**config.mk**
```make
export PLATFORM = sky130hd
export DESIGN_NAME = ordered_array_list_engine
export DESIGN_NICKNAME = d
export VERILOG_FILES = /design/src/hw/rtl/oale_pkg.sv /design/src/hw/rtl/oale_ram.sv /design/src/hw/rtl/oale_front.sv /design/src/hw/rtl/oale_back.sv /design/src/hw/rtl/ordered_array_list_engine.sv
export SDC_FILE = /design/constraint.sdc
export NUM_CORES = 2
export LEC_CHECK = 0
export BUFFER_PORTS_ARGS = -buffer_cell sky130_fd_sc_hd__buf_2
export CAP_MARGIN = 20
export CORE_UTILIZATION = 25
export CTS_CLUSTER_DIAMETER = 80
export DETAILED_ROUTE_END_ITERATION = 8
export HOLD_SLACK_MARGIN = 0.03
export SLEW_MARGIN = 20
export SYNTH_ARGS = -nofsm -noshare
export SYNTH_HDL_FRONTEND = slang
export SYNTH_SLANG_ARGS = --single-unit
```
**constraint.sdc**
```tcl
create_clock -name i_clk -period 14.26 [get_ports i_clk]
set_clock_uncertainty 0.05 [all_clocks]
set_input_delay 1.426 -clock i_clk [delete_from_list [all_inputs] [get_ports i_clk]]
set_output_delay 1.426 -clock i_clk [all_outputs]
set_load 0.005 [all_outputs]
```
**src/hw/rtl/oale_pkg.sv**
```systemverilog
// Shared types and constants for the ordered array list engine.
// No dependencies.
`timescale 1ns / 1ps
`default_nettype none
package oale_pkg;
    localparam int CAPACITY     = 32;
    localparam int PAYLOAD_BITS = 32;
    localparam int IDX_W        = $clog2(CAPACITY);
    localparam int CNT_W        = $clog2(CAPACITY + 1);
    localparam int KEY_W        = 64;
    localparam int ENTRY_W      = KEY_W + PAYLOAD_BITS;
    localparam int QDEPTH       = 2;

    typedef enum logic [2:0] {
        ACT_INSERT    = 3'd0,
        ACT_DELETE    = 3'd1,
        ACT_READ      = 3'd2,
        ACT_OVERWRITE = 3'd3,
        ACT_FIND      = 3'd4
    } t_action;

    typedef enum logic [2:0] {
        ST_OK       = 3'd0,
        ST_FULL     = 3'd1,
        ST_BADPOS   = 3'd2,
        ST_NOTFOUND = 3'd3,
        ST_EMPTY    = 3'd4
    } t_status;

    // Command as it leaves the front part.
    typedef struct packed {
        logic [2:0]              action;
        logic [4:0]              position;
        logic                    at_end;
        logic [KEY_W-1:0]        key;
        logic [PAYLOAD_BITS-1:0] payload;
    } t_cmd;

    typedef struct packed {
        logic [2:0]              status;
        logic [4:0]              position;
        logic [KEY_W-1:0]        key;
        logic [31:0]             payload;
        logic [5:0]              count;
        logic                    empty;
    } t_res;
endpackage
`default_nettype wire

```
**src/hw/rtl/oale_ram.sv**
```systemverilog
// Generic single-port RAM, registered read.
// No dependencies.
`timescale 1ns / 1ps
`default_nettype none
module oale_ram #(
    parameter int WIDTH = 8,
    parameter int DEPTH = 32
) (
    input  wire logic                     i_clk,
    input  wire logic                     i_we,
    input  wire logic [$clog2(DEPTH)-1:0] i_addr,
    input  wire logic [WIDTH-1:0]         i_wdata,
    output logic      [WIDTH-1:0]         o_rdata
);
    logic [WIDTH-1:0] r_mem [DEPTH];

    always_ff @(posedge i_clk) begin
        if (i_we) begin
            r_mem[i_addr] <= i_wdata;
        end
        o_rdata <= r_mem[i_addr];
    end
endmodule
`default_nettype wire

```
**src/hw/rtl/oale_front.sv**
```systemverilog
// Front part: accepts command beats and queues them for the back part.
// Depends on oale_pkg.
`timescale 1ns / 1ps
`default_nettype none
module oale_front (
    input  wire logic           i_clk,
    input  wire logic           i_rst_n,
    input  wire logic           i_valid,
    output logic                o_ready,
    input  wire oale_pkg::t_cmd i_cmd,
    output logic                o_valid,
    input  wire logic           i_ready,
    output oale_pkg::t_cmd      o_cmd
);
    import oale_pkg::*;

    t_cmd       r_q [QDEPTH];
    logic [0:0] r_wp, r_rp;
    logic [1:0] r_n;
    logic       push, pop;

    assign o_ready = (r_n != 2'(QDEPTH));
    assign o_valid = (r_n != 2'd0);
    assign o_cmd   = r_q[r_rp];
    assign push    = i_valid && o_ready;
    assign pop     = o_valid && i_ready;

    always_ff @(posedge i_clk) begin
        if (push) begin
            r_q[r_wp] <= i_cmd;
        end
        if (!i_rst_n) begin
            r_wp <= '0;
            r_rp <= '0;
            r_n  <= '0;
        end else begin
            if (push) r_wp <= r_wp + 1'b1;
            if (pop)  r_rp <= r_rp + 1'b1;
            r_n <= r_n + {1'b0, push} - {1'b0, pop};
        end
    end
endmodule
`default_nettype wire

```
**src/hw/rtl/oale_back.sv**
```systemverilog
// Back part: carries out one command at a time over the entry RAM.
// Depends on oale_pkg and oale_ram.
`timescale 1ns / 1ps
`default_nettype none
module oale_back (
    input  wire logic           i_clk,
    input  wire logic           i_rst_n,
    input  wire logic           i_valid,
    output logic                o_ready,
    input  wire oale_pkg::t_cmd i_cmd,
    output logic                o_valid,
    input  wire logic           i_ready,
    output oale_pkg::t_res      o_res
);
    import oale_pkg::*;

    typedef enum logic [6:0] {
        S_IDLE  = 7'b0000001,
        S_CHECK = 7'b0000010,
        S_RD    = 7'b0000100,
        S_WAIT  = 7'b0001000,
        S_USE   = 7'b0010000,
        S_PUT   = 7'b0100000,
        S_OUT   = 7'b1000000
    } t_state;

    t_state           r_st;
    t_cmd             r_cmd;
    logic [CNT_W-1:0] r_cnt;
    logic [CNT_W-1:0] r_q;     // walking index
    logic [IDX_W-1:0] r_pos;
    logic [ENTRY_W-1:0] r_hold;
    logic             r_ovalid;
    t_res             r_res;

    logic               we;
    logic [IDX_W-1:0]   addr;
    logic [ENTRY_W-1:0] wdata, rdata;

    oale_ram #(.WIDTH(ENTRY_W), .DEPTH(CAPACITY)) u_ram (
        .i_clk(i_clk), .i_we(we), .i_addr(addr), .i_wdata(wdata), .o_rdata(rdata)
    );

    assign o_ready = (r_st == S_IDLE) && !r_ovalid;
    assign o_valid = r_ovalid;
    assign o_res   = r_res;

    logic [CNT_W-1:0] ins_pos;
    assign ins_pos = r_cmd.at_end ? r_cnt : CNT_W'(r_cmd.position);

    // RAM control: S_RD issues reads, S_PUT writes.
    always_comb begin
        we    = 1'b0;
        addr  = r_q[IDX_W-1:0];
        wdata = r_hold;
        if (r_st == S_PUT) begin
            we = 1'b1;
        end
    end

    task automatic finish(input logic [2:0] st, input logic [4:0] p,
                          input logic [ENTRY_W-1:0] e, input logic [CNT_W-1:0] c);
        r_res.status   <= st;
        r_res.position <= p;
        r_res.key      <= e[ENTRY_W-1 -: KEY_W];
        r_res.payload  <= 32'(e[PAYLOAD_BITS-1:0]);
        r_res.count    <= 6'(c);
        r_res.empty    <= (c == '0);
        r_ovalid       <= 1'b1;
    endtask

    always_ff @(posedge i_clk) begin
        if (!i_rst_n) begin
            r_st     <= S_IDLE;
            r_cnt    <= '0;
            r_ovalid <= 1'b0;
        end else begin
            if (r_ovalid && i_ready) r_ovalid <= 1'b0;
            case (r_st)
                S_IDLE: begin
                    if (i_valid && o_ready) begin
                        r_cmd <= i_cmd;
                        r_st  <= S_CHECK;
                    end
                end
                S_CHECK: begin
                    r_st <= S_IDLE;
                    case (r_cmd.action)
                        ACT_INSERT: begin
                            if (r_cnt >= CNT_W'(CAPACITY)) begin
                                finish(ST_FULL, '0, '0, r_cnt);
                            end else if (ins_pos > r_cnt) begin
                                finish(ST_BADPOS, '0, '0, r_cnt);
                            end else begin
                                r_pos <= ins_pos[IDX_W-1:0];
                                r_hold <= {r_cmd.key, r_cmd.payload};
                                // shift from the top down, one entry per pass
                                r_st  <= (r_cnt == ins_pos) ? S_PUT : S_RD;
                                if (r_cnt != ins_pos) r_q <= r_cnt - 1'b1;
                                else r_q <= r_cnt;
                            end
                        end
                        ACT_DELETE, ACT_READ, ACT_OVERWRITE: begin
                            if (r_cnt == '0) begin
                                finish(ST_EMPTY, '0, '0, r_cnt);
                            end else if (CNT_W'(r_cmd.position) >= r_cnt) begin
                                finish(ST_BADPOS, '0, '0, r_cnt);
                            end else begin
                                r_pos <= r_cmd.position[IDX_W-1:0];
                                if (r_cmd.action == ACT_OVERWRITE) begin
                                    r_q    <= CNT_W'(r_cmd.position);
                                    r_hold <= {r_cmd.key, r_cmd.payload};
                                    r_st   <= S_PUT;
                                end else if (r_cmd.action == ACT_READ) begin
                                    r_q  <= CNT_W'(r_cmd.position);
                                    r_st <= S_RD;
                                end else if (CNT_W'(r_cmd.position) + 1'b1 == r_cnt) begin
                                    r_cnt <= r_cnt - 1'b1;
                                    finish(ST_OK, r_cmd.position, '0, r_cnt - 1'b1);
                                end else begin
                                    r_q  <= CNT_W'(r_cmd.position) + 1'b1;
                                    r_st <= S_RD;
                                end
                            end
                        end
                        ACT_FIND: begin
                            if (r_cnt == '0) begin
                                finish(ST_EMPTY, '0, '0, r_cnt);
                            end else begin
                                r_q  <= '0;
                                r_st <= S_RD;
                            end
                        end
                        default: finish(ST_BADPOS, '0, '0, r_cnt);
                    endcase
                end
                S_RD:   r_st <= S_WAIT;
                S_WAIT: r_st <= S_USE;
                S_USE: begin
                    r_st <= S_IDLE;
                    case (r_cmd.action)
                        ACT_INSERT: begin
                            // write read entry one slot up
                            r_hold <= rdata;
                            r_q    <= r_q + 1'b1;
                            r_st   <= S_PUT;
                        end
                        ACT_DELETE: begin
                            r_hold <= rdata;
                            r_q    <= r_q - 1'b1;
                            r_st   <= S_PUT;
                        end
                        ACT_READ: finish(ST_OK, 5'(r_pos), rdata, r_cnt);
                        default: begin
                            if (rdata[ENTRY_W-1 -: KEY_W] == r_cmd.key) begin
                                finish(ST_OK, 5'(r_q), rdata, r_cnt);
                            end else if (r_q + 1'b1 >= r_cnt) begin
                                finish(ST_NOTFOUND, '0, '0, r_cnt);
                            end else begin
                                r_q  <= r_q + 1'b1;
                                r_st <= S_RD;
                            end
                        end
                    endcase
                end
                S_PUT: begin
                    r_st <= S_IDLE;
                    case (r_cmd.action)
                        ACT_INSERT: begin
                            if (r_q == CNT_W'(r_pos)) begin
                                r_cnt <= r_cnt + 1'b1;
                                finish(ST_OK, 5'(r_pos), '0, r_cnt + 1'b1);
                            end else if (r_q - 1'b1 == CNT_W'(r_pos)) begin
                                r_q    <= CNT_W'(r_pos);
                                r_hold <= {r_cmd.key, r_cmd.payload};
                                r_st   <= S_PUT;
                            end else begin
                                r_q  <= r_q - 2'd2;
                                r_st <= S_RD;
                            end
                        end
                        ACT_DELETE: begin
                            if (r_q + 2'd2 >= r_cnt) begin
                                r_cnt <= r_cnt - 1'b1;
                                finish(ST_OK, 5'(r_pos), '0, r_cnt - 1'b1);
                            end else begin
                                r_q  <= r_q + 2'd2;
                                r_st <= S_RD;
                            end
                        end
                        default: finish(ST_OK, 5'(r_pos), '0, r_cnt);
                    endcase
                end
                default: r_st <= S_IDLE;
            endcase
        end
    end
endmodule
`default_nettype wire

```
**src/hw/rtl/ordered_array_list_engine.sv**
```systemverilog
// Top level of the ordered array list engine.
// Depends on oale_pkg, oale_front, oale_back.
`timescale 1ns / 1ps
`default_nettype none
// Ordered list of up to 32 entries (64-bit key, 32-bit payload) in one RAM.
// A two-beat command queue decouples the input from the executing sequencer.
// Read and overwrite each make one access to the RAM; insert and delete
// move one entry at a time through the single RAM port; find scans the
// entries from the first until the first match. One result per command,
// held in an output register until taken; the sequencer takes no new
// command while it waits.
module ordered_array_list_engine (
    input  wire logic         i_clk,
    input  wire logic         i_rst_n,
    input  wire logic         s_axis_tvalid,
    output logic              s_axis_tready,
    // tdata: action[2:0], position[7:3], at_end[8], item_key[72:9],
    //        item_payload[104:73], zero fill to 112
    input  wire logic [111:0] s_axis_tdata,
    output logic              m_axis_tvalid,
    input  wire logic         m_axis_tready,
    // tdata: status[2:0], result_position[7:3], entry_key[71:8],
    //        entry_payload[103:72], entry_count[109:104], list_empty[110], zero
    output logic      [111:0] m_axis_tdata
);
    import oale_pkg::*;

    t_cmd in_cmd, q_cmd;
    t_res res;
    logic q_valid, q_ready;

    assign in_cmd.action   = s_axis_tdata[2:0];
    assign in_cmd.position = s_axis_tdata[7:3];
    assign in_cmd.at_end   = s_axis_tdata[8];
    assign in_cmd.key      = s_axis_tdata[72:9];
    assign in_cmd.payload  = s_axis_tdata[104:73];

    oale_front u_front (
        .i_clk(i_clk), .i_rst_n(i_rst_n),
        .i_valid(s_axis_tvalid), .o_ready(s_axis_tready), .i_cmd(in_cmd),
        .o_valid(q_valid), .i_ready(q_ready), .o_cmd(q_cmd)
    );

    oale_back u_back (
        .i_clk(i_clk), .i_rst_n(i_rst_n),
        .i_valid(q_valid), .o_ready(q_ready), .i_cmd(q_cmd),
        .o_valid(m_axis_tvalid), .i_ready(m_axis_tready), .o_res(res)
    );

    assign m_axis_tdata = {1'b0, res.empty, res.count, res.payload, res.key,
                           res.position, res.status};

    logic unused;
    assign unused = ^s_axis_tdata[111:105];
endmodule
`default_nettype wire
```
==> flow_summary_export.csv <==
group,metric,value,unit
worst_hold_path,hp-class,"flip-flop to flip-flop",
drt,postRouteAntennaNets,0,
clock_network,tritoncts,"done",
global_routing,grt_usage,0.138,
drt,route.detailed.drc,36,
run_status,outcome,"finished, violations left",
finish,layout.nets,6964,
critical_path,critPathCaptureType,"flip-flop",
clock_network,cts_setup_buffers,0,
sta,setup_ws,8.70,ns
sta,max_freq,180,MHz
synth,yosysWarnings,0,
synth,avgSynthCellArea,21.8,sq um
drt,wl_per_cell,27.6,um
pwr,leakagePower,0.0494,uW
sta,post-route-period-util,0.390,
clock_network,holdBufCountCts,0,
clock_network,clk_latency,0.97,ns
floorplan,die-area,561000,sq um
floorplan,core,556000,sq um
place,gp_congestion,0.772,
sta,post-route-min-period,5.56,ns
global_routing,grt_max_degree,140,
synth,netlist_instances,6412,
global_routing,busiest_layer,"met2",
critical_path,cp_max_fo,38,
synth,synth_commonest_cells,"edfxtp_1 (3605), mux4_2 (768), a22oi_1 (384), nand2_1 (347), clkbuf_1 (241)",
run_status,violations,"design-rule violations",
sta,fin_setup_tns,0,ns
pwr,vdd_drop_max,0.000105,V
synth,yosysMostFrequentCell,"edfxtp_1",
synth,ys_types,70,
floorplan,die_h,749,um
global_routing,antenna_found_initial,57,
synth,syn_nets,6565,
global_routing,grt_pass1_vias,69700,
drt,wl,402000,um
floorplan,die_width,749,um
synth,ys_ff_latch,3718,
clock_network,clk_pin_slew,0.06,ns
synth,synth_top_area_cell,"edfxtp_1",
sta,drv_slew,0,
clock_network,clockBufferDepth,4,
global_routing,grt_pass1_wl,552000,um
flow_run,maxCapViolCount,0,
place,port-buffer-count,221,
place,dpl.hpwl,202000,um
floorplan,pin_count,230,
drt,drt_iter0_markers,9554,
synth,synth_edf_count,3605,
critical_path,cp-start-kind,"flip-flop",
sta,relSlewSlack,0.239,
place,place_ws,8.68,ns
finish,drive_above_1_share,0.263,
finish,nFillCells,53600,
clock_network,cts_made_buffers,362,
clock_network,cts_resized,0,
synth,ys.flop_type,"edfxtp_1",
clock_network,cts_max_level,5,
critical_path,critPathKind,"flip-flop to flip-flop",
global_routing,grt_use_met2,0.228,
drt,dr.pass1.iters,9,
sta,rsz0062_at_grt,"no",
drt,vias_per_cell,4.75,
sta,final_hold_viol_count,0,
synth,ys_seq_area_frac,0.792,
critical_path,required,14.92,ns
floorplan,num_rows,274,
synth,syn-cell-area,140000,sq um
sta,setup_viol,0,
critical_path,worstPathArrival,6.23,ns
floorplan,start_util,0.251,
global_routing,overflow,0,
sta,worst_slew_pin_slew,1.14,ns
place,placed_cell_area,150000,sq um
finish,register_area,111000,sq um
finish,utilization,0.292,
finish,multi_input_area,28000,sq um
global_routing,grtUsageMet1,0.184,
finish,area_delta_synth_final,16.4,%
synth,synth_top_area_share,0.775,
global_routing,met3_usage,0.0266,
synth,async_flop_share,0,
drt,dr_total_vias,69300,
clock_network,cts-root-buf,"clkbuf_16",
finish,fin_area,162000,sq um
pwr,power.density,143,nW/um^2
clock_network,clock-sinks,3718,
synth,synthTopCellsByArea,"edfxtp_1 (78%), mux4_2 (12%), a22oi_1 (2.1%)",
==> layout make-up <==
class	count	share of cell area
Clock buffer	480	0.0612
Multi-Input combinational cell	2326	0.172
Antenna cell	18	0.000277
Clock inverter	189	0.0121
Tap cell	7452	0.0574
Timing Repair Buffer	382	0.0162
Inverter	21	0.000485
Sequential cell	3718	0.680
==> worst paths after layout <==
path                                                  from                           to  slack, ns  depth (start not counted)
worst max-delay path            u_back.r_cmd[38]$_DFFE_PP_  u_back.o_res[106]$_DFFE_PP_       8.70                         10
worst min register to register  u_back.r_cmd[29]$_DFFE_PP_  u_back.r_hold[29]$_DFFE_PP_       0.47                          2
worst min-delay path            u_back.r_cmd[29]$_DFFE_PP_  u_back.r_hold[29]$_DFFE_PP_       0.47                          2
worst max register to register  u_back.r_cmd[38]$_DFFE_PP_  u_back.o_res[106]$_DFFE_PP_       8.70                         10
==> cells by family after synthesis <==
logic type | Yosys count | synth area share
AOI/OAI and AO/OA | 558 | 0.0287
other | 1 | 0.0000269
adders and majority gates | 37 | 0.00332
buffers and inverters | 368 | 0.0105
DFF | 3718 | 0.792
muxes | 893 | 0.134
xor gates and xnor gates | 113 | 0.00709
and+or+nand+nor | 724 | 0.0248
==> flip-flops by register name, summed over array words and instances, names as in the netlist, 5 cells and up <==
| register | count |
|---|---|
| u_back.u_ram.r_mem | 3072 |
| u_back.o_res | 111 |
| u_back.r_q | 6 |
| u_back.u_ram.o_rdata | 96 |
| u_back.r_st | 6 |
| u_back.r_cmd | 105 |
| u_back.r_cnt | 6 |
| u_back.r_hold | 96 |
| u_front.r_q | 210 |
| u_back.r_pos | 5 |
==> layout by cell type (no fill, tap or decap), types with 47 or more instances in the layout <==
cell       count
nand4_1      111
buf_4        136
nand2_1      347
mux2_2       112
o21ai_0       47
edfxtp_1    3605
mux4_2       768
and2_1        69
xnor2_1       99
clkbuf_1      81
buf_2        221
a21oi_1       51
dfxtp_1      112
clkinv_2      64
clkbuf_16    368
clkinv_1      50
a22oi_1      384
==> metal layers <==
metal,vias up,wire (um)
li1,27600,-
met1,37500,161000
met2,3620,194000
met3,593,36000
met4,24,11200
met5,-,131
==> where the power goes <==
group / total (uW) / switching [uW] / internal (uW)
clock: 9600 / 4150 / 5450
sequential: 12400 / 213 / 12200
combinational: 1160 / 738 / 424
==> per-stage QoR <==
step / instances / power, uW / hold slack [ns]
2_1_floorplan: 6412 / 13300 / 0.433
3_3_place_gp: 13900 / 13800 / 0.467
3_5_place_dp: 13900 / 13800 / 0.450
4_1_cts: 14600 / 23300 / 0.472
5_1_grt: 14600 / 23800 / 0.493
6_report: 14600 / 23200 / 0.467
==> critical path, cell delays in order (launching register included) <==
cell	delay, ns
edfxtp_1	0.41
xnor2_1	0.70
nand4_1	0.42
nor4_1	0.54
nand4_1	0.26
buf_4	0.39
a21oi_4	0.94
buf_4	0.68
buf_4	0.36
nand2_1	0.13
o21ai_0	0.38
(Power assumes the default switching activity.)
